===== config.mk =====
export PLATFORM = sky130hd
export DESIGN_NAME = hbf_delay_cell
export DESIGN_NICKNAME = d
export VERILOG_FILES = /design/src/rtl/core/hbf_pkg.sv /design/src/rtl/core/hbf_delay_cell.sv
export SDC_FILE = /design/constraint.sdc
export NUM_CORES = 1
export LEC_CHECK = 0
export ABC_CLOCK_PERIOD_IN_PS = 1170
export BUFFER_PORTS_ARGS = -buffer_cell sky130_fd_sc_hd__buf_2
export CAP_MARGIN = 20
export CELL_PAD_IN_SITES_DETAIL_PLACEMENT = 1
export CELL_PAD_IN_SITES_GLOBAL_PLACEMENT = 2
export CORE_MARGIN = 3
export CORE_UTILIZATION = 26
export DETAILED_ROUTE_END_ITERATION = 10
export PLACE_DENSITY_LB_ADDON = 0.12
export SLEW_MARGIN = 15
export SYNTH_ARGS = -nofsm -noshare
export SYNTH_HDL_FRONTEND = slang
export SYNTH_SLANG_ARGS = --single-unit

===== constraint.sdc =====
create_clock -name i_clk -period 1.17 [get_ports i_clk]
set_clock_uncertainty 0.15 [all_clocks]
set_input_delay 0.234 -clock i_clk [delete_from_list [all_inputs] [get_ports i_clk]]
set_output_delay 0.234 -clock i_clk [all_outputs]
set_load 0.01 [all_outputs]

===== src/rtl/core/hbf_pkg.sv =====
package hbf_pkg;

    localparam int WINDOW_LEN  = 47;
    localparam int SAMPLE_BITS = 16;
    localparam int COEF_BITS   = 18;
    localparam int COEF_COUNT  = 13;
    localparam int PAIR_COUNT  = COEF_COUNT - 1;
    localparam int CENTER_TAP  = (WINDOW_LEN - 1) / 2;
    localparam int FILL_BITS   = 6;

    localparam int PRE_BITS    = SAMPLE_BITS + 1;
    localparam int PROD_BITS   = PRE_BITS + COEF_BITS;
    localparam int GROUP_SIZE  = 4;
    localparam int GROUP_COUNT = (COEF_COUNT + GROUP_SIZE - 1) / GROUP_SIZE;
    localparam int GROUP_BITS  = PROD_BITS + 2;
    localparam int SUM_BITS    = PROD_BITS + 4;

    // Q1.17, outer pair first; last entry is the center tap (0.5)
    localparam logic signed [COEF_BITS-1:0] C_COEF [COEF_COUNT] = '{
        -18'sd131,   18'sd222,   -18'sd400,  18'sd663,  -18'sd1036,
        18'sd1556,   -18'sd2151, 18'sd3317,  -18'sd4879, 18'sd7541,
        -18'sd13412, 18'sd41554, 18'sd65536
    };

    typedef struct packed {
        logic signed [SAMPLE_BITS-1:0] sample_in;
        logic                          block_end_in;
    } t_in_beat;

    typedef struct packed {
        logic signed [SAMPLE_BITS-1:0] filtered_out;
        logic                          block_end_out;
    } t_out_beat;

endpackage


===== src/rtl/core/hbf_delay_cell.sv =====
module hbf_delay_cell
    import hbf_pkg::*;
(
    input  logic                          i_clk,
    input  logic                          i_shift,
    input  logic signed [SAMPLE_BITS-1:0] i_sample,
    output logic signed [SAMPLE_BITS-1:0] o_sample
);

    logic signed [SAMPLE_BITS-1:0] r_sample;

    always_ff @(posedge i_clk) begin
        if (i_shift) begin
            r_sample <= i_sample;
        end
    end

    assign o_sample = r_sample;

endmodule


==> metrics.txt <==
die span in x=49.0 µm; final instance area=858 µm²; antenna-violating nets left=0; Setup Fix Bufs, Post-CTS=0; Seq/Total Area, Yosys=1.00; Syn Nets=34; gpl congestion=0.597; run status=finished with violations; initial antenna violation count=0; vias in the first global route=412; Yosys reg bits=16; diode count=0; VDD IR-drop max=0.000595 V; syn_area_per_cell=30.0 µm²; CP Capture Type=output pin; CTS Root Cell=clkbuf_4; Tmin final=1.19 ns; Slew HR=0.771; initial DRC count=0; Fillers=169; first-pass GRT wire length=1950 µm; CP max stage cell=edfxtp_1; Min-Delay Endpoint=o_sample[5]; H-tree Lvls=1; area post-placement=676 µm²; Syn Inst Count=16; worst endpoint required time=0.79 ns; fmax=0.842 GHz; total gr overflow=0; number of buffers added on ports=33; Layout Area Growth over Synthesis=78.6%; multi-input gate count=0; pre-CTS WS=0.136 ns; CTS sink count=16; Core Box Area=1610 µm²; drt wl/cell=12.5 µm; TritonCTS clock tree=built; RSZ-0062 raised after global routing=yes; CP peak stage delay=0.38 ns; CTS max path bufs=2; die height=49.0 µm; final layout net count=88; slack of the critical path=-0.0180 ns; Power Density=1280 nW/µm²; Hold Path Depth=1; CP cell instances=buf_2; Boundary Pins=34; pin count of the biggest net entering global routing=17; failing checks=setup timing; crit path buf inv count=1; via count=352; period utilisation layout=1.02; Max-cap violations=0; worst path arrival time=0.80 ns; TritonRoute pass-1 iters=1; Initial Util=0.298; CP startpoint kind=flip-flop; Die Area=2400 µm²; Final Util=0.533; kind of critical path=reg -> out; DRT Wirelength=1150 µm; HP Start=i_shift; row cnt=14; mapped cell area=480 µm²; Final Hold Vio Count=0; Slew @ Worst Pin=0.343 ns; cts bufs inserted=3; CP delay by family, top=flip-flops; post-synth cell types=1; synth warn=0; Pleak=0.367 nW; Hold WC Path Type=in -> reg; Via density=3.83; Crit Path Max Fanout=1; Slew Limit Fails=0; multi-input logic area=0 µm²; count of final setup violators=3; # DRC=0; GRT Util Overall=0.113; max FFs per register=16; Worst-path clk slew=0.08 ns; power consumption=0.00110 W; proportion of layout cells with a drive suffix above 1=0.529
how the worst max path moves through the flow:
| stage | from | end | slack, ns | depth (start not counted) |
|---|---|---|---|---|
| global route | o_sample[3] | o_sample[3] | -0.07 | 1 |
| CTS | o_sample[12] | o_sample[12] | -0.03 | 1 |
| finish | o_sample[3] | o_sample[3] | -0.02 | 1 |
| floorplan | o_sample[0] | o_sample[0] | 0.39 | 0 |
| global placement | i_shift | o_sample[6] | 0.15 | 1 |
| detailed placement | i_shift | o_sample[8] | 0.14 | 1 |
stage by stage:
step | TNS [ns] | cells | hold WS [ns]
2_1_floorplan | 0 | 16 | 0.183
3_3_place_gp | 0 | 73 | 0.261
3_5_place_dp | 0 | 73 | 0.263
4_1_cts | -0.186 | 92 | 0.222
5_1_grt | -0.701 | 92 | 0.231
6_report | -0.0331 | 92 | 0.235
metal layers:
layer  share of wire  global-route usage  up-vias
met5               0                   0        -
met4          0.0070              0.0711        0
met3            0.10              0.0428        2
met2            0.61               0.219       21
met1            0.28              0.0932      159
li1                -                   -      170
power breakdown:
part	switching, W	internal [W]
logic	0.0000627	0.0000825
registers	0.00000966	0.000680
clock network	0.000146	0.000119
synth_stat cells:
| cell | instances | area share |
|---|---|---|
| edfxtp_1 | 16 | 1.0 |
cells by family after synthesis:
group       count (synthesis)  share of synthesized area
flip-flops                 16                       1.00
cell type report:
type / count / area, µm² / area share
Sequential cell: 16 / 480 / 0.560
Clock buffer: 3 / 22.5 / 0.0262
Tap cell: 24 / 30.0 / 0.0350
Timing Repair Buffer: 49 / 325 / 0.379
timing repair:
item / 4_1_cts / 5_1_grt
hold buffers: 16 / 0
endpoints found under the hold margin: 16 / 0
setup endpoints to repair: 14 / 16
gates resized for setup: 0 / 0
layout by cell type, fill, tap and decap left out:
cell and n:
buf_2 33, clkbuf_4 3, dlygate4sd3_1 16, edfxtp_1 16
Note: power is estimated with default switching activity, not from simulation.
