**src/rtl/core/hbf_pkg.sv**
```systemverilog
package hbf_pkg;

    localparam int WINDOW_LEN  = 47;
    localparam int SAMPLE_BITS = 16;
    localparam int COEF_BITS   = 18;
    localparam int COEF_COUNT  = 13;
    localparam int PAIR_COUNT  = COEF_COUNT - 1;
    localparam int CENTER_TAP  = (WINDOW_LEN - 1) / 2;
    localparam int FILL_BITS   = 6;

    localparam int PRE_BITS    = SAMPLE_BITS + 1;
    localparam int PROD_BITS   = PRE_BITS + COEF_BITS;
    localparam int GROUP_SIZE  = 4;
    localparam int GROUP_COUNT = (COEF_COUNT + GROUP_SIZE - 1) / GROUP_SIZE;
    localparam int GROUP_BITS  = PROD_BITS + 2;
    localparam int SUM_BITS    = PROD_BITS + 4;

    // Q1.17, outer pair first; last entry is the center tap (0.5)
    localparam logic signed [COEF_BITS-1:0] C_COEF [COEF_COUNT] = '{
        -18'sd131,   18'sd222,   -18'sd400,  18'sd663,  -18'sd1036,
        18'sd1556,   -18'sd2151, 18'sd3317,  -18'sd4879, 18'sd7541,
        -18'sd13412, 18'sd41554, 18'sd65536
    };

    typedef struct packed {
        logic signed [SAMPLE_BITS-1:0] sample_in;
        logic                          block_end_in;
    } t_in_beat;

    typedef struct packed {
        logic signed [SAMPLE_BITS-1:0] filtered_out;
        logic                          block_end_out;
    } t_out_beat;

endpackage

```
**src/rtl/core/hbf_mac_cell.sv**
```systemverilog
module hbf_mac_cell
    import hbf_pkg::*;
(
    input  logic                          i_clk,
    input  logic                          i_en,
    input  logic signed [SAMPLE_BITS-1:0] i_tap_a,
    input  logic signed [SAMPLE_BITS-1:0] i_tap_b,
    input  logic signed [COEF_BITS-1:0]   i_coef,
    output logic signed [PROD_BITS-1:0]   o_product
);

    logic signed [PRE_BITS-1:0]  r_pre;
    logic signed [PROD_BITS-1:0] r_prod;

    // symmetric pair is pre-added so one multiplier serves two taps
    always_ff @(posedge i_clk) begin
        if (i_en) begin
            r_pre  <= PRE_BITS'(i_tap_a) + PRE_BITS'(i_tap_b);
            r_prod <= r_pre * i_coef;
        end
    end

    assign o_product = r_prod;

endmodule

```
**config.mk**
```make
export PLATFORM = sky130hd
export DESIGN_NAME = hbf_mac_cell
export DESIGN_NICKNAME = d
export VERILOG_FILES = /design/src/rtl/core/hbf_pkg.sv /design/src/rtl/core/hbf_mac_cell.sv
export SDC_FILE = /design/constraint.sdc
export NUM_CORES = 1
export LEC_CHECK = 0
export BUFFER_PORTS_ARGS = -buffer_cell sky130_fd_sc_hd__buf_2
export CAP_MARGIN = 40
export CORE_MARGIN = 10
export CORE_UTILIZATION = 40
export DETAILED_ROUTE_END_ITERATION = 10
export SYNTH_ARGS = -nofsm -noshare
export SYNTH_HDL_FRONTEND = slang
export SYNTH_SLANG_ARGS = --single-unit
```
**constraint.sdc**
```tcl
create_clock -name i_clk -period 18.6 [get_ports i_clk]
set_clock_uncertainty 0.15 [all_clocks]
set_input_delay 1.86 -clock i_clk [delete_from_list [all_inputs] [get_ports i_clk]]
set_output_delay 1.86 -clock i_clk [all_outputs]
set_load 0.02 [all_outputs]
```
==> key figures <==
Critical path
  – Crit path DAT: around 7700 ps
  – Crit path launch type: input pin
  – Critical-path maximum fanout: 17
  – CP required: approximately 19000 ps
  – Worst setup EP type: flip-flop
  – Crit Path Category: input pin to flip-flop

Placed design
  – Placed Instances: around 1900
  – Port buffer count: 86
  – Place WS: ~11000 ps
  – Placer Congestion: around 0.89
  – DP Wirelength: 26.6 mm

Timing
  – Final worst path period share: 0.419
  – RSZ-0062 raised after global routing: no
  – Max Fclk: 0.128 GHz
  – Setup TNS: 0 ps
  – Final Hold Fails: 0
  – Rel. slew slack: 0.421
  – Setup violators final: 0
  – Setup WS post-layout: around 11000 ps
  – Slew Limit Fails: 0
  – Minimum clock period: around 8000 ps
  – Worst Tran Pin Value: 868 ps

Clock tree
  – Worst-path clk slew: ~80 ps
  – H-tree levels: 2
  – Worst-Skew Late Latency: 320 ps
  – Post-CTS setup buffers: 0
  – Cts hold-fix bufs: 0
  – CTS tree: yes
  – Clock sink count: 52
  – Longest Clk Path Bufs: 2
  – Root Driver: clkbuf_16
  – Post-CTS Resized: 0
  – TritonCTS Buffers: 5

Global routing
  – Routing usage on met1: 0.221
  – Initial antenna violation count: 0
  – Global route total overflow: 0
  – Vias in the first global route: between 10000 and 15000
  – Met2 Usage GRT: 0.274
  – First-pass GRT wire length: ~56 mm
  – M3 GR Usage: 0.0316
  – Gr busiest metal: met2
  – Gr usage total: 0.167
  – Largest net degree at the start of global routing: 53

Floorplanning
  – Die area: 42000 sq um
  – Core Rows: 67
  – Initial Utilization: 0.407
  – Core Area: around 34000 sq um
  – Die Width: 205 um
  – Ports: 87
  – Die height: between 200 and 250 um

Yosys
  – Syn Area/Cell: just under 10 sq um
  – FF+latch count, synth: between 50 and 60
  – Distinct cells, synth: 50
  – Synthesized Nets: 1855
  – Post-synth ARST share: 0
  – Seq/Total Area, Yosys: 0.114
  – Top_reg_cell synth: edfxtp_1
  – Mapped Cells: approximately 1400
  – Yosys warnings: 0
  – EDFF count, synth: 52
  – Post-synthesis cell area: around 14000 sq um

Final layout
  – Share of cells above drive strength 1: 0.0778
  – Nets: 1906
  – Layout area overhead: 7.18%
  – Most frequent cells in the layout: inv_1 (317), fa_1 (312), nand2_1 (167), and2_1 (152), ha_1 (103)
  – Commonest non-fill, non-tap cell in the layout: inv_1
  – Non-Filler Instances: 1888
  – Antenna fix cells: 0

Detailed routing
  – Number of vias per cell: a little under 5
  – ANT nets after route: 0
  – Initial DRC count: 307
  – WL final: between 30 and 40 mm
  – WL/cell: roughly 17 um
  – Total number of vias: roughly 9000
  – Residual DRC count: 0
  – DR pass1 iterations: 5

Run status
  – Status: finished clean

Job
  – Max Cap Violations: 0

Hold path
  – Worst Hold Class: flip-flop to flip-flop
-- cell usage after synthesis (14+ instances only) --
| cell type | n | area share |
|---|---|---|
| a21o_1 | 18 | 0.0099 |
| a21oi_1 | 41 | 0.015 |
| and2_1 | 152 | 0.069 |
| clkbuf_1 | 44 | 0.012 |
| edfxtp_1 | 52 | 0.11 |
| fa_1 | 312 | 0.46 |
| ha_1 | 103 | 0.094 |
| inv_1 | 317 | 0.087 |
| nand2_1 | 167 | 0.046 |
| nor2_1 | 33 | 0.0090 |
| o21ai_0 | 14 | 0.0051 |
| xnor2_1 | 32 | 0.020 |
| xor2_1 | 15 | 0.0096 |
-- flip-flops by register name, indices dropped and copies added, names as in the netlist --
name       count
r_pre         17
o_product     35
-- logic make-up after synthesis --
group | Yosys count | synth area share
buffers and inverters | 361 | 0.0990
xor gates and xnor gates | 47 | 0.0301
and+or+nand+nor | 385 | 0.140
adders and majority gates | 415 | 0.550
AOI/OAI and AO/OA | 128 | 0.0663
DFF | 52 | 0.114
-- cell type report --
class                   instances  area, sq um
well taps                     448          561
fillers                      3292        18900
multi-input cells             975        10800
inverters                     317         1190
clock inverters                 2         13.8
clock buffers                   6          129
flip-flops and latches         52         1560
repair buffers                 88          445
-- stage by stage --
step	hold slack (ps)	util	instance area, sq um
2_1_floorplan	475	-	13700
3_3_place_gp	694	0.432	14500
3_5_place_dp	694	0.432	14500
4_1_cts	715	0.437	14700
5_1_grt	751	0.437	14700
6_report	716	0.437	14700
-- layer usage --
layer | vias up | part of all wire
met2 | 204 | 0.48
met5 | - | 0
met1 | 4719 | 0.45
met3 | 38 | 0.054
met4 | 0 | 0.021
li1 | 4264 | -
-- critical path, cell delays in order --
cell,delay (ps)
buf_2,320
nand2_1,140
fa_1,540
inv_1,50
fa_1,500
inv_1,50
fa_1,530
inv_1,50
fa_1,460
fa_1,490
inv_1,50
fa_1,470
inv_1,40
ha_1,340
a21oi_1,190
o21ai_1,100
a211oi_2,520
and2_1,250
a21oi_2,90
a311o_1,390
nor3_1,190
a311oi_1,70
-- final timing paths --
kind | startpoint | slack [ps] | endpoint | cells after the start
worst min register to register | r_pre[0]$_DFFE_PP_ | 720 | o_product[0]$_DFFE_PP_ | 2
worst max-delay path | i_coef[6] | 10800 | o_product[32]$_DFFE_PP_ | 22
worst max register to register | r_pre[8]$_DFFE_PP_ | 11750 | o_product[32]$_DFFE_PP_ | 21
worst min-delay path | r_pre[0]$_DFFE_PP_ | 720 | o_product[0]$_DFFE_PP_ | 2
Power is not shown: default switching activity piles up to over one toggle a cycle in this logic, so the estimate is an artifact.
