--- config.mk ---
export PLATFORM = sky130hd
export DESIGN_NAME = hbf_sum
export DESIGN_NICKNAME = d
export VERILOG_FILES = /design/src/rtl/core/hbf_pkg.sv /design/src/rtl/core/hbf_sum.sv
export SDC_FILE = /design/constraint.sdc
export NUM_CORES = 1
export LEC_CHECK = 0
export ABC_AREA = 1
export BUFFER_PORTS_ARGS = -buffer_cell sky130_fd_sc_hd__buf_2
export CORE_ASPECT_RATIO = 0.8
export CORE_MARGIN = 2
export CORE_UTILIZATION = 58
export CTS_BUF_LIST = sky130_fd_sc_hd__clkbuf_2 sky130_fd_sc_hd__clkbuf_4 sky130_fd_sc_hd__clkbuf_8
export CTS_CLUSTER_SIZE = 12
export DETAILED_ROUTE_END_ITERATION = 16
export PLACE_DENSITY = 0.83
export SLEW_MARGIN = 10
export SYNTH_ARGS = -nofsm -noshare
export SYNTH_HDL_FRONTEND = slang
export SYNTH_SLANG_ARGS = --single-unit
--- constraint.sdc ---
create_clock -name i_clk -period 4.4 [get_ports i_clk]
set_input_delay 0.88 -clock i_clk [delete_from_list [all_inputs] [get_ports i_clk]]
set_output_delay 0.88 -clock i_clk [all_outputs]
set_load 0.03 [all_outputs]
--- src/rtl/core/hbf_pkg.sv ---
package hbf_pkg;

    localparam int WINDOW_LEN  = 47;
    localparam int SAMPLE_BITS = 16;
    localparam int COEF_BITS   = 18;
    localparam int COEF_COUNT  = 13;
    localparam int PAIR_COUNT  = COEF_COUNT - 1;
    localparam int CENTER_TAP  = (WINDOW_LEN - 1) / 2;
    localparam int FILL_BITS   = 6;

    localparam int PRE_BITS    = SAMPLE_BITS + 1;
    localparam int PROD_BITS   = PRE_BITS + COEF_BITS;
    localparam int GROUP_SIZE  = 4;
    localparam int GROUP_COUNT = (COEF_COUNT + GROUP_SIZE - 1) / GROUP_SIZE;
    localparam int GROUP_BITS  = PROD_BITS + 2;
    localparam int SUM_BITS    = PROD_BITS + 4;

    // Q1.17, outer pair first; last entry is the center tap (0.5)
    localparam logic signed [COEF_BITS-1:0] C_COEF [COEF_COUNT] = '{
        -18'sd131,   18'sd222,   -18'sd400,  18'sd663,  -18'sd1036,
        18'sd1556,   -18'sd2151, 18'sd3317,  -18'sd4879, 18'sd7541,
        -18'sd13412, 18'sd41554, 18'sd65536
    };

    typedef struct packed {
        logic signed [SAMPLE_BITS-1:0] sample_in;
        logic                          block_end_in;
    } t_in_beat;

    typedef struct packed {
        logic signed [SAMPLE_BITS-1:0] filtered_out;
        logic                          block_end_out;
    } t_out_beat;

endpackage

--- src/rtl/core/hbf_sum.sv ---
module hbf_sum
    import hbf_pkg::*;
(
    input  logic                          i_clk,
    input  logic                          i_en,
    input  logic signed [PROD_BITS-1:0]   i_products [COEF_COUNT],
    output logic signed [SAMPLE_BITS-1:0] o_result
);

    localparam logic signed [SUM_BITS-1:0] ROUND_BIAS = SUM_BITS'(1) <<< (COEF_BITS - 2);
    localparam logic signed [SUM_BITS-1:0] SAT_HI =
        SUM_BITS'((longint'(1) <<< (SAMPLE_BITS - 1)) - 1);
    localparam logic signed [SUM_BITS-1:0] SAT_LO = -SAT_HI - SUM_BITS'(1);

    logic signed [GROUP_BITS-1:0] r_part [GROUP_COUNT];
    logic signed [GROUP_BITS-1:0] n_part [GROUP_COUNT];
    logic signed [SUM_BITS-1:0]   r_total;
    logic signed [SUM_BITS-1:0]   n_total;
    logic signed [SUM_BITS-1:0]   w_biased;
    logic signed [SUM_BITS-1:0]   w_shifted;

    always_comb begin
        for (int g = 0; g < GROUP_COUNT; g++) begin
            n_part[g] = '0;
            for (int j = 0; j < GROUP_SIZE; j++) begin
                if (g * GROUP_SIZE + j < COEF_COUNT) begin
                    n_part[g] = n_part[g] + GROUP_BITS'(i_products[g * GROUP_SIZE + j]);
                end
            end
        end
        n_total = '0;
        for (int g = 0; g < GROUP_COUNT; g++) begin
            n_total = n_total + SUM_BITS'(r_part[g]);
        end
    end

    always_ff @(posedge i_clk) begin
        if (i_en) begin
            r_part  <= n_part;
            r_total <= n_total;
        end
    end

    // round half up, then clamp to the sample range
    assign w_biased  = r_total + ROUND_BIAS;
    assign w_shifted = w_biased >>> (COEF_BITS - 1);

    always_comb begin
        priority if (w_shifted > SAT_HI) begin
            o_result = SAT_HI[SAMPLE_BITS-1:0];
        end else if (w_shifted < SAT_LO) begin
            o_result = SAT_LO[SAMPLE_BITS-1:0];
        end else begin
            o_result = w_shifted[SAMPLE_BITS-1:0];
        end
    end

endmodule

==> impl_metrics.toml, run 1 <==
[power]
max-vdd-ir-drop_uv = 652
clock_share_of_power = 0.057
power.share.combinational = 0.782
p_int_uw = 9600
cellPowerDensity_nw_per_um2 = 802
total_switching_power_uw = 11900
seq_power_share = 0.160
fraction_of_power_spent_switching_nets = 0.554
power.leakage_uw = 0.0149

[placed_design]
port_buffers = 472
detailed_place.area_sq_um = 26400
dp_hpwl_um = 57900
gp_congestion = 0.976

[timing]
hold_violations = 0
slew_headroom = 0.463
final_max_slew_violation_count = 0
max_freq_mhz = 262
setup_viol = 0
setup_repair_after_global_routing_missed_its_margin = "false"
min_period_over_period = 0.867
final.setup.tns_ns = 0
final.min_clock_period_ns = 3.82
timing_worst_slew_pin_value_ns = 0.806
max_clock_skew_ns = 0.0224

[worst_setup_path]
critical-path-top-cell-by-count = "sky130_fd_sc_hd__nand2_1"
worst_r2r_endpoint = "r_total[27]$_DFFE_PP_"
arrival_ns = 4.06
worstReg2RegStart = "r_part[4]$_DFFE_PP_"
worstSetupStartpointType = "input port"
critical_path_rt_ns = 4.65
timing.critical_path.slowest_cell_delay_ns = 0.59
path_delay_family = "adder cells"
worst_setup_path_end_kind = "flip-flop"
crit_type = "input port to flip-flop"
reg2reg_depth = 14
ff2ff_setup_slack_ns = 1.08
worst-path-buf-inv = 1
critPathMaxFanout = 4
worst_path_max_delay_cell = "sky130_fd_sc_hd__fa_1"
crit_path_cell_trace = "buf_2 -> fa_1 -> fa_1 -> ha_1 -> fa_1 -> nand3_1 -> nand2_1 -> nand2_1 -> nand2_1 -> nand2_1 -> nand2_1 -> nand2_1 -> nand2_1 -> nand2_1 -> nand2_1 -> xor2_1"

[floorplanning]
pin_count = 473
starting_utilization_of_the_core_area = 0.589
core.rowCount = 65
floorplan.die_area_sq_um = 41800
core_region_area_sq_um = 39500
die_height_um = 183
dieWidth_um = 228

[final_layout]
multiInputGateArea_sq_um = 14600
post-route-cell-area_sq_um = 26900
final_net_count = 4404
areaGrowthSynthToFinish_pct = 15.4
register_area_sq_um = 5070
fill_cells = 3440
mostFrequentLayoutCell = "sky130_fd_sc_hd__inv_1"
layout_common_cells = "sky130_fd_sc_hd__inv_1, sky130_fd_sc_hd__nand2_1, sky130_fd_sc_hd__buf_2"
drive_gt1_frac = 0.155

[detailed_routing]
wl_um = 64800
drt_first_iter_violations = 1656
detail_route.wl_per_cell_um = 16.0
drt_drc_violations_left = 0
detail-route-antenna-nets = 0
drt_first_pass_iters = 6
num_vias = 20523
via_per_inst = 5.05

[logic_synthesis]
ys_types = 39
synth_sequential_area_ratio = 0.218
syn_area_sq_um = 23300
flip_flop_and_latch_count_after_synthesis = 169
synth_warnings = 0
nets_in_the_synthesized_netlist = 3898
synth_cells = 3009
post_synth.cell_area_avg_sq_um = 7.74

[grt]
initial_antenna_violation_count = 2
gr-total-overflow = 0
grt_pass1_wl_um = 102000
global_route.usage.total = 0.315
grt_pass1_vias = 19878
grt_max_degree = 84

[clock_network]
cts_num_sinks = 169
cts_tree = "done"
cts.hold.buffers_added = 0
maximum_level_of_the_cts_h_tree = 4
cts_post_setup_buffers_inserted = 0
clkTransAtPathRegs_ns = 0.11
clock_tree.buffer_depth = 2
clk_root_buffer_cell = "sky130_fd_sc_hd__clkbuf_8"
worst_skew_pair.late_latency_ns = 0.49
post_cts.resized_instances = 0
tritoncts.num_buffers = 17

[worst_hold_path]
worst_hold_path_type = "input port to flip-flop"
worstHoldPathCells = 1
min_to = "r_part[1]$_DFFE_PP_"
holdCritStartpoint = "i_products[1]"

[outcome]
run_status = "complete, no violations"

[flow_run]
cap_violations = 0
routing by layer:
metal,track usage,vias to the layer above,wire length (um)
li1,-,10088,-
met1,0.448,9501,28400
met2,0.494,847,28700
met4,0.0800,0,1680
met3,0.0679,87,6100
met5,0,-,0
power groups by stage:
stage	Clock (uW)	Combinational (uW)	Sequential [uW]
after global placement	0	16200	3450
after floorplan	0	12000	3320
after global routing	1300	19000	3520
final	1240	16900	3450
after CTS	1240	16500	3450
after detailed placement	0	16400	3480
cells by family (layout without fill, tap and decap cells):
kind of cell / after synthesis / count (layout) / synth area share
compound gates: 364 / 364 / 0.0868
xor+xnor: 98 / 98 / 0.0377
other cells: 0 / 1 / 0
flops: 169 / 169 / 0.218
fa+ha+maj: 432 / 432 / 0.325
simple gates: 988 / 988 / 0.177
buf+inv: 958 / 1477 / 0.156
synth_stat cells:
| library cell | number | share of area |
|---|---|---|
| sky130_fd_sc_hd__inv_1 | 952 | 0.15 |
| sky130_fd_sc_hd__nand2_1 | 546 | 0.088 |
| sky130_fd_sc_hd__fa_1 | 287 | 0.25 |
| sky130_fd_sc_hd__nor2_1 | 238 | 0.038 |
| sky130_fd_sc_hd__a21oi_1 | 185 | 0.040 |
| sky130_fd_sc_hd__edfxtp_1 | 169 | 0.22 |
| sky130_fd_sc_hd__ha_1 | 145 | 0.078 |
| sky130_fd_sc_hd__nand3_1 | 103 | 0.022 |
| sky130_fd_sc_hd__o21ai_0 | 98 | 0.021 |
| sky130_fd_sc_hd__xor2_1 | 78 | 0.029 |
| sky130_fd_sc_hd__nor3_1 | 35 | 0.0075 |
| sky130_fd_sc_hd__nand4_1 | 27 | 0.0073 |
| sky130_fd_sc_hd__a21o_1 | 24 | 0.0077 |
| sky130_fd_sc_hd__o21a_1 | 23 | 0.0074 |
| sky130_fd_sc_hd__xnor2_1 | 19 | 0.0071 |
| sky130_fd_sc_hd__o21bai_1 | 13 | 0.0042 |
| sky130_fd_sc_hd__a21boi_0 | 8 | 0.0026 |
| sky130_fd_sc_hd__nand2_2 | 8 | 0.0022 |
| sky130_fd_sc_hd__and2_1 | 5 | 0.0013 |
| sky130_fd_sc_hd__nor4_1 | 5 | 0.0013 |
| sky130_fd_sc_hd__o22ai_1 | 5 | 0.0013 |
| sky130_fd_sc_hd__inv_2 | 4 | 0.00064 |
| sky130_fd_sc_hd__nand3b_1 | 4 | 0.0013 |
| sky130_fd_sc_hd__nor2_2 | 4 | 0.0011 |
| sky130_fd_sc_hd__nor3b_1 | 4 | 0.0013 |
| sky130_fd_sc_hd__o31ai_1 | 4 | 0.0013 |
| sky130_fd_sc_hd__nand2_4 | 3 | 0.0015 |
| sky130_fd_sc_hd__o311ai_0 | 2 | 0.00075 |
| sky130_fd_sc_hd__a31o_2 | 1 | 0.00038 |
| sky130_fd_sc_hd__a31oi_1 | 1 | 0.00027 |
| sky130_fd_sc_hd__buf_12 | 1 | 0.00086 |
| sky130_fd_sc_hd__buf_6 | 1 | 0.00048 |
| sky130_fd_sc_hd__nand3_2 | 1 | 0.00043 |
| sky130_fd_sc_hd__nand4_2 | 1 | 0.00054 |
| sky130_fd_sc_hd__nand4_4 | 1 | 0.00091 |
| sky130_fd_sc_hd__nor2_4 | 1 | 0.00048 |
| sky130_fd_sc_hd__nor2_8 | 1 | 0.00086 |
| sky130_fd_sc_hd__nor3_4 | 1 | 0.00070 |
| sky130_fd_sc_hd__xnor2_4 | 1 | 0.0012 |
sequential cells by signal, summed over array words and instances (netlist names):
name and count:
r_total 23, r_part 146
how the worst max path moves through the flow:
stage / cells after the start / startpoint / end
finish: 16 / i_products[316] / r_part[130]$_DFFE_PP_
global route: 16 / i_products[316] / r_part[130]$_DFFE_PP_
CTS: 16 / i_products[316] / r_part[130]$_DFFE_PP_
detailed placement: 16 / i_products[316] / r_part[130]$_DFFE_PP_
global placement: 16 / i_products[316] / r_part[130]$_DFFE_PP_
floorplan: 17 / i_products[36] / r_part[56]$_DFFE_PP_
through the flow:
| step | util | hold slack, ns | worst slack [ns] | instances | total power (uW) |
|---|---|---|---|---|---|
| after CTS | 0.679 | 0.547 | 0.679 | 4064 | 21200 |
| after detailed placement | 0.668 | 1.04 | 0.156 | 4032 | 19900 |
| after floorplan | - | 0.893 | 0.722 | 3009 | 15400 |
| final | 0.680 | 0.568 | 0.584 | 4065 | 21500 |
| after global routing | 0.680 | 0.552 | 0.437 | 4065 | 23800 |
| after global placement | 0.668 | 1.05 | 0.194 | 4032 | 19700 |
layout make-up:
cell class                      instances  area share
Timing Repair Buffer                  489      0.0929
Clock inverter                         15     0.00783
Inverter                              956       0.134
Tap cell                              536      0.0250
Clock buffer                           17     0.00871
Antenna cell                            1   0.0000932
Sequential cell                       169       0.189
Multi-Input combinational cell       1882       0.543
Power figures use the tool's default switching activity.
==> run 2: changes to the inputs <==
- RECOVER_POWER: default -> 50
==> run 2 against run 1 <==
Compared with the run above:
- the flow now finishes with violations (max-capacitance violations, max-slew violations)
- clock skew shrank 0.00092 ns
- power is essentially flat
- global-route usage is the same
- combinational power about the same
- flip-flop and latch count did not move
- first-iteration DRC count rose by 4.0%
==> impl_metrics.toml, run 2 (same netlist as run 1, synthesis figures left out) <==
[clock_network]
clock_tree.buffer_depth = 2
clk_root_buffer_cell = "sky130_fd_sc_hd__clkbuf_8"
cts.hold.buffers_added = 0
clkTransAtPathRegs_ns = 0.11
cts_tree = "done"
cts_post_setup_buffers_inserted = 0
tritoncts.num_buffers = 17
maximum_level_of_the_cts_h_tree = 4
cts_num_sinks = 169
post_cts.resized_instances = 0
worst_skew_pair.late_latency_ns = 0.49

[worst_setup_path]
worstSetupStartpointType = "input port"
crit_type = "input port to flip-flop"
worst_path_max_delay_cell = "sky130_fd_sc_hd__fa_1"
reg2reg_depth = 13
path_delay_family = "adder cells"
worst_setup_path_end_kind = "flip-flop"
cp_num_cells = 16
critPathMaxFanout = 4
critical-path-top-cell-by-count = "sky130_fd_sc_hd__nand2_1"
crit_path_cell_trace = "buf_2 -> fa_1 -> fa_1 -> ha_1 -> fa_1 -> nand3_1 -> nand2_1 -> nand2_1 -> nand2_1 -> nand2_1 -> nand2_1 -> nand2_1 -> nand2_1 -> nand2_1 -> nand2_1 -> xor2_1"
timing.critical_path.slowest_cell_delay_ns = 0.59
arrival_ns = 4.05
critical_path_rt_ns = 4.65
worst-path-buf-inv = 1

[flow_run]
cap_violations = 2

[floorplanning]
core.rowCount = 65
floorplan.die_area_sq_um = 41800
pin_count = 473
core_region_area_sq_um = 39500
dieWidth_um = 228
die_height_um = 183
starting_utilization_of_the_core_area = 0.589

[power]
fraction_of_power_spent_switching_nets = 0.555
p_int_uw = 9600
cellPowerDensity_nw_per_um2 = 804
clock_share_of_power = 0.057
max-vdd-ir-drop_uv = 648
total_switching_power_uw = 11900
power.leakage_uw = 0.0148
power.share.combinational = 0.782
seq_power_share = 0.160

[worst_hold_path]
worst_hold_path_type = "input port to flip-flop"
worstHoldPathCells = 1

[final_layout]
layout_common_cells = "sky130_fd_sc_hd__inv_1, sky130_fd_sc_hd__nand2_1, sky130_fd_sc_hd__buf_2"
final_net_count = 4404
drive_gt1_frac = 0.146
max_flop_register = "r_part"
fill_cells = 3467
mostFrequentLayoutCell = "sky130_fd_sc_hd__inv_1"
areaGrowthSynthToFinish_pct = 15.2
postLayoutCoreUtil = 0.678
largest_register_ff_count = 146
post-route-cell-area_sq_um = 26800
layout.cells.non_filler = 4065
top_regs = "r_part: 146 flops, r_total: 23 flops"

[placed_design]
dp.cells = 4032
dp_hpwl_um = 57900
gp_congestion = 0.976
detailed_place.area_sq_um = 26400
port_buffers = 472

[detailed_routing]
detail_route.wl_per_cell_um = 15.9
detail-route-antenna-nets = 0
num_vias = 20486
via_per_inst = 5.04
wl_um = 64800
drt_drc_violations_left = 0
drt_first_iter_violations = 1722
drt_first_pass_iters = 7

[timing]
min_period_over_period = 0.865
setup_viol = 0
final_max_slew_violation_count = 84
final.setup.tns_ns = 0
max_freq_mhz = 263
slew_headroom = -0.420
final.min_clock_period_ns = 3.80
timing_worst_slew_pin_value_ns = 2.13
max_clock_skew_ns = 0.0215
hold_violations = 0
setup_repair_after_global_routing_missed_its_margin = "false"

[grt]
gr-total-overflow = 0
groute.layer.met1.usage = 0.448
grt_pass1_wl_um = 102000
grt_pass1_vias = 19878
global_route.usage.total = 0.315
use_met3 = 0.0679
grt_max_degree = 84
initial_antenna_violation_count = 2
globalRoute.busiestLayer = "met2"
grt.met2_usage = 0.494

[outcome]
violations = "max-capacitance violations, max-slew violations"
run_status = "finished with violations"
[run 2: cell type report]
cell class	instances	area, sq um	area share
multi-input cells	1882	14600	0.544
clock inverters	15	210	0.00784
clock buffers	17	234	0.00873
repair buffers	489	2440	0.0911
well taps	536	671	0.0250
flip-flops and latches	169	5070	0.189
diodes	1	2.50	0.0000934
inverters	956	3590	0.134
[run 2: final timing paths]
path                                       startpoint                    end  slack, ns
worst min register to register  r_part[111]$_DFFE_PP_  r_total[18]$_DFFE_PP_       1.08
worst max-delay path                  i_products[316]  r_part[130]$_DFFE_PP_       0.60
worst min-delay path                    i_products[1]    r_part[1]$_DFFE_PP_       0.57
worst max register to register   r_part[54]$_DFFE_PP_  r_total[38]$_DFFE_PP_       1.08
[run 2: power groups by stage]
stage	Combinational (uW)	Sequential, uW	Clock, uW
finish	16900	3460	1240
detailed placement	16400	3480	0
floorplan	12000	3320	0
global route	19000	3530	1300
global placement	16200	3450	0
CTS	16500	3450	1240
[run 2: per-stage QoR]
stage	hold slack, ns	power, uW	setup WS (ns)
2_1_floorplan	0.893	15400	0.722
3_3_place_gp	1.05	19700	0.194
5_1_grt	0.552	23800	0.437
4_1_cts	0.547	21200	0.679
3_5_place_dp	1.04	19900	0.156
6_report	0.567	21500	0.595
[run 2: routing by layer]
layer | up-vias | routed length, um
li1 | 10088 | -
met1 | 9470 | 28300
met2 | 841 | 28700
met3 | 87 | 6130
met4 | 0 | 1660
met5 | - | 0
==> run 3: changes to the inputs <==
- ABC_AREA: 1 -> default
- PLACE_DENSITY: 0.83 -> 0.84
==> run 3 against run 2 <==
Compared with the run above:
- the run ends with max-capacitance violations, max-slew violations, negative setup slack left
- final area decreased by 4.8%
- first-iteration DRC count is 41% lower
- via count shrank 16%
- worst setup slack worse by 0.60 ns
- clock skew down 0.0013 ns
- largest power group unchanged
- highest routed layer unchanged
- largest cell class unchanged
- synthesized area down 10%
- critical endpoint is now r_part[144]$_DFFE_PP_
- global-route usage shrank 1.5 points
- flip-flop and latch count did not move
- power is 13% lower
- clock power down 14%
- die area fell by 9.8%
- critical path depth unchanged
==> impl_metrics.toml, run 3 <==
[clock_network]
cts_num_sinks = 169
cts.hold.buffers_added = 0
cts_tree = "done"
clk_root_buffer_cell = "sky130_fd_sc_hd__clkbuf_8"
clock_tree.buffer_depth = 2
maximum_level_of_the_cts_h_tree = 4
tritoncts.num_buffers = 17
clkTransAtPathRegs_ns = 0.10
worst_skew_pair.late_latency_ns = 0.48

[final_layout]
layout_common_cells = "sky130_fd_sc_hd__inv_1, sky130_fd_sc_hd__buf_2, sky130_fd_sc_hd__fa_1"
mostFrequentLayoutCell = "sky130_fd_sc_hd__inv_1"
areaGrowthSynthToFinish_pct = 21.8
max_flop_register = "r_part"
post-route-cell-area_sq_um = 25500
top_regs = "r_part: 146 flops, r_total: 23 flops"
final_net_count = 3766
largest_register_ff_count = 146
postLayoutCoreUtil = 0.713
drive_gt1_frac = 0.239

[worst_setup_path]
worst_setup_path_end_kind = "flip-flop"
path_delay_family = "compound AO/OA/AOI/OAI gates"
worst-path-buf-inv = 4
crit_path_cell_trace = "buf_8 -> inv_4 -> fa_1 -> fa_1 -> inv_2 -> buf_6 -> fa_2 -> a211o_1 -> a21oi_4 -> a211oi_2 -> nand3b_4 -> a32o_2 -> o41a_1 -> a221o_1 -> a21oi_2 -> xnor2_1"
critPathMaxFanout = 3
crit_type = "input port to flip-flop"
critical_path_rt_ns = 4.63
worstSetupStartpointType = "input port"
arrival_ns = 4.63
critical-path-top-cell-by-count = "sky130_fd_sc_hd__fa_1"
worst_path_max_delay_cell = "sky130_fd_sc_hd__fa_1"
timing.critical_path.slowest_cell_delay_ns = 0.54

[power]
fraction_of_power_spent_switching_nets = 0.472
cellPowerDensity_nw_per_um2 = 738
max-vdd-ir-drop_uv = 600
power.share.combinational = 0.753
clock_share_of_power = 0.057
total_switching_power_uw = 8880
p_int_uw = 9950
power.leakage_uw = 0.0140
sum_of_internal_switching_and_leakage_power_uw = 18800
seq_power_share = 0.190

[logic_synthesis]
synth_warnings = 0
syn_area_sq_um = 20900
synth_edf_count = 169
ys_types = 70
flip_flop_and_latch_count_after_synthesis = 169
post_synth.cell_area_avg_sq_um = 9.30
yosys_most_used_dff = "sky130_fd_sc_hd__edfxtp_1"
top_cell_type_by_total_area_after_synthesis = "sky130_fd_sc_hd__fa_1"
synth.top_cell.area_share = 0.274
nets_in_the_synthesized_netlist = 3140
synth_most_common_cell = "sky130_fd_sc_hd__inv_1"
synth_sequential_area_ratio = 0.242
synth_cells = 2251
async_flop_share = 0
synth_top_cells_by_area = "sky130_fd_sc_hd__fa_1, sky130_fd_sc_hd__edfxtp_1, sky130_fd_sc_hd__inv_1"
yosys-top-cells-count = "sky130_fd_sc_hd__inv_1, sky130_fd_sc_hd__fa_1, sky130_fd_sc_hd__edfxtp_1"

[worst_hold_path]
worst_hold_path_type = "input port to flip-flop"

[timing]
slew_headroom = -1.26
final.min_clock_period_ns = 4.40
max_clock_skew_ns = 0.0202
timing_worst_slew_pin_value_ns = 3.39
setup_slack_ns = -0.00303
min_period_over_period = 1.00
final_max_slew_violation_count = 65
hold_violations = 0
setup_repair_after_global_routing_missed_its_margin = "true"
final.setup.tns_ns = -0.00303
max_freq_mhz = 227
setup_viol = 1
hold_slack_ns = 0.579

[floorplanning]
core.rowCount = 62
core_region_area_sq_um = 35800
floorplan.die_area_sq_um = 37600
die_height_um = 174
pin_count = 473
dieWidth_um = 216
starting_utilization_of_the_core_area = 0.586

[placed_design]
detailed_place.area_sq_um = 25000
dp_hpwl_um = 48100
port_buffers = 472
gp_congestion = 0.948

[detailed_routing]
wl_um = 55600
num_vias = 17253
drt_first_iter_violations = 1008
detail-route-antenna-nets = 0
via_per_inst = 5.11
drt_first_pass_iters = 6
drt_drc_violations_left = 0
detail_route.wl_per_cell_um = 16.5

[outcome]
run_status = "finished with violations"
violations = "max-capacitance violations, max-slew violations, negative setup slack"

[grt]
grt.met2_usage = 0.511
initial_antenna_violation_count = 7
grt_pass1_vias = 18393
gr-total-overflow = 0
grt_pass1_wl_um = 88900
grt_max_degree = 72
use_met3 = 0.0310
globalRoute.busiestLayer = "met2"
global_route.usage.total = 0.300
groute.layer.met1.usage = 0.404

[flow_run]
cap_violations = 1
-- run 3: cell count changes after synthesis, sizes merged, moves of 21 or more --
cell	delta
nand3	-75
a21o	+45
xnor2	+61
clkbuf	+21
o21ai	-22
a21oi	-75
nand2	-485
xor2	-27
nor2	-157
inv	-161
-- run 3: path summary, 6_finish.rpt --
kind	from	end	slack (ns)	depth (start not counted)
max reg2reg	r_part[45]$_DFFE_PP_	r_total[38]$_DFFE_PP_	0.23	16
min	i_products[19]	r_part[19]$_DFFE_PP_	0.58	1
max	i_products[387]	r_part[144]$_DFFE_PP_	-0.003	16
min reg2reg	r_part[126]$_DFFE_PP_	r_total[16]$_DFFE_PP_	0.96	4
-- run 3: power groups by stage --
stage / clock network [uW] / registers (uW) / logic (uW)
floorplan: 0 / 3420 / 9790
global placement: 0 / 3560 / 13200
detailed placement: 0 / 3590 / 13800
CTS: 1100 / 3570 / 14000
global route: 1150 / 3650 / 15800
finish: 1070 / 3580 / 14200
-- run 3: stage by stage --
step | setup WS (ns) | std cells
floorplan | -0.0279 | 2251
global placement | -0.412 | 3337
detailed placement | -0.475 | 3337
CTS | 0.0112 | 3369
global route | -0.0717 | 3377
finish | -0.00303 | 3377
-- run 3: cell families after synthesis --
family / Yosys count / synth area share
buffers and inverters: 821 / 0.148
adders and majority gates: 432 / 0.361
AOI/OAI and AO/OA: 395 / 0.123
and+or+nand+nor: 302 / 0.0701
DFF: 169 / 0.242
xor gates and xnor gates: 132 / 0.0552
-- run 3: layout make-up --
cell class / instances / area [sq um]
inverter: 795 / 2990
multi-input combinational: 1261 / 12900
tap: 480 / 601
clock inverter: 15 / 141
antenna: 7 / 17.5
fill: 2671 / 10300
clock buffer: 17 / 234
sequential: 169 / 5070
timing repair buffer: 633 / 3590
-- run 3: routing by layer --
metal / wire, um / vias up
li1: - / 8235
met1: 24000 / 8219
met2: 26800 / 680
met3: 3040 / 119
met4: 1800 / 0
met5: 0 / -
-- run 3: what timing repair did --
| action | in CTS | in global routing |
|---|---|---|
| resized for setup | 0 | 24 |
| setup endpoints to repair | 0 | 20 |
| buffers inserted | 0 | 1 |
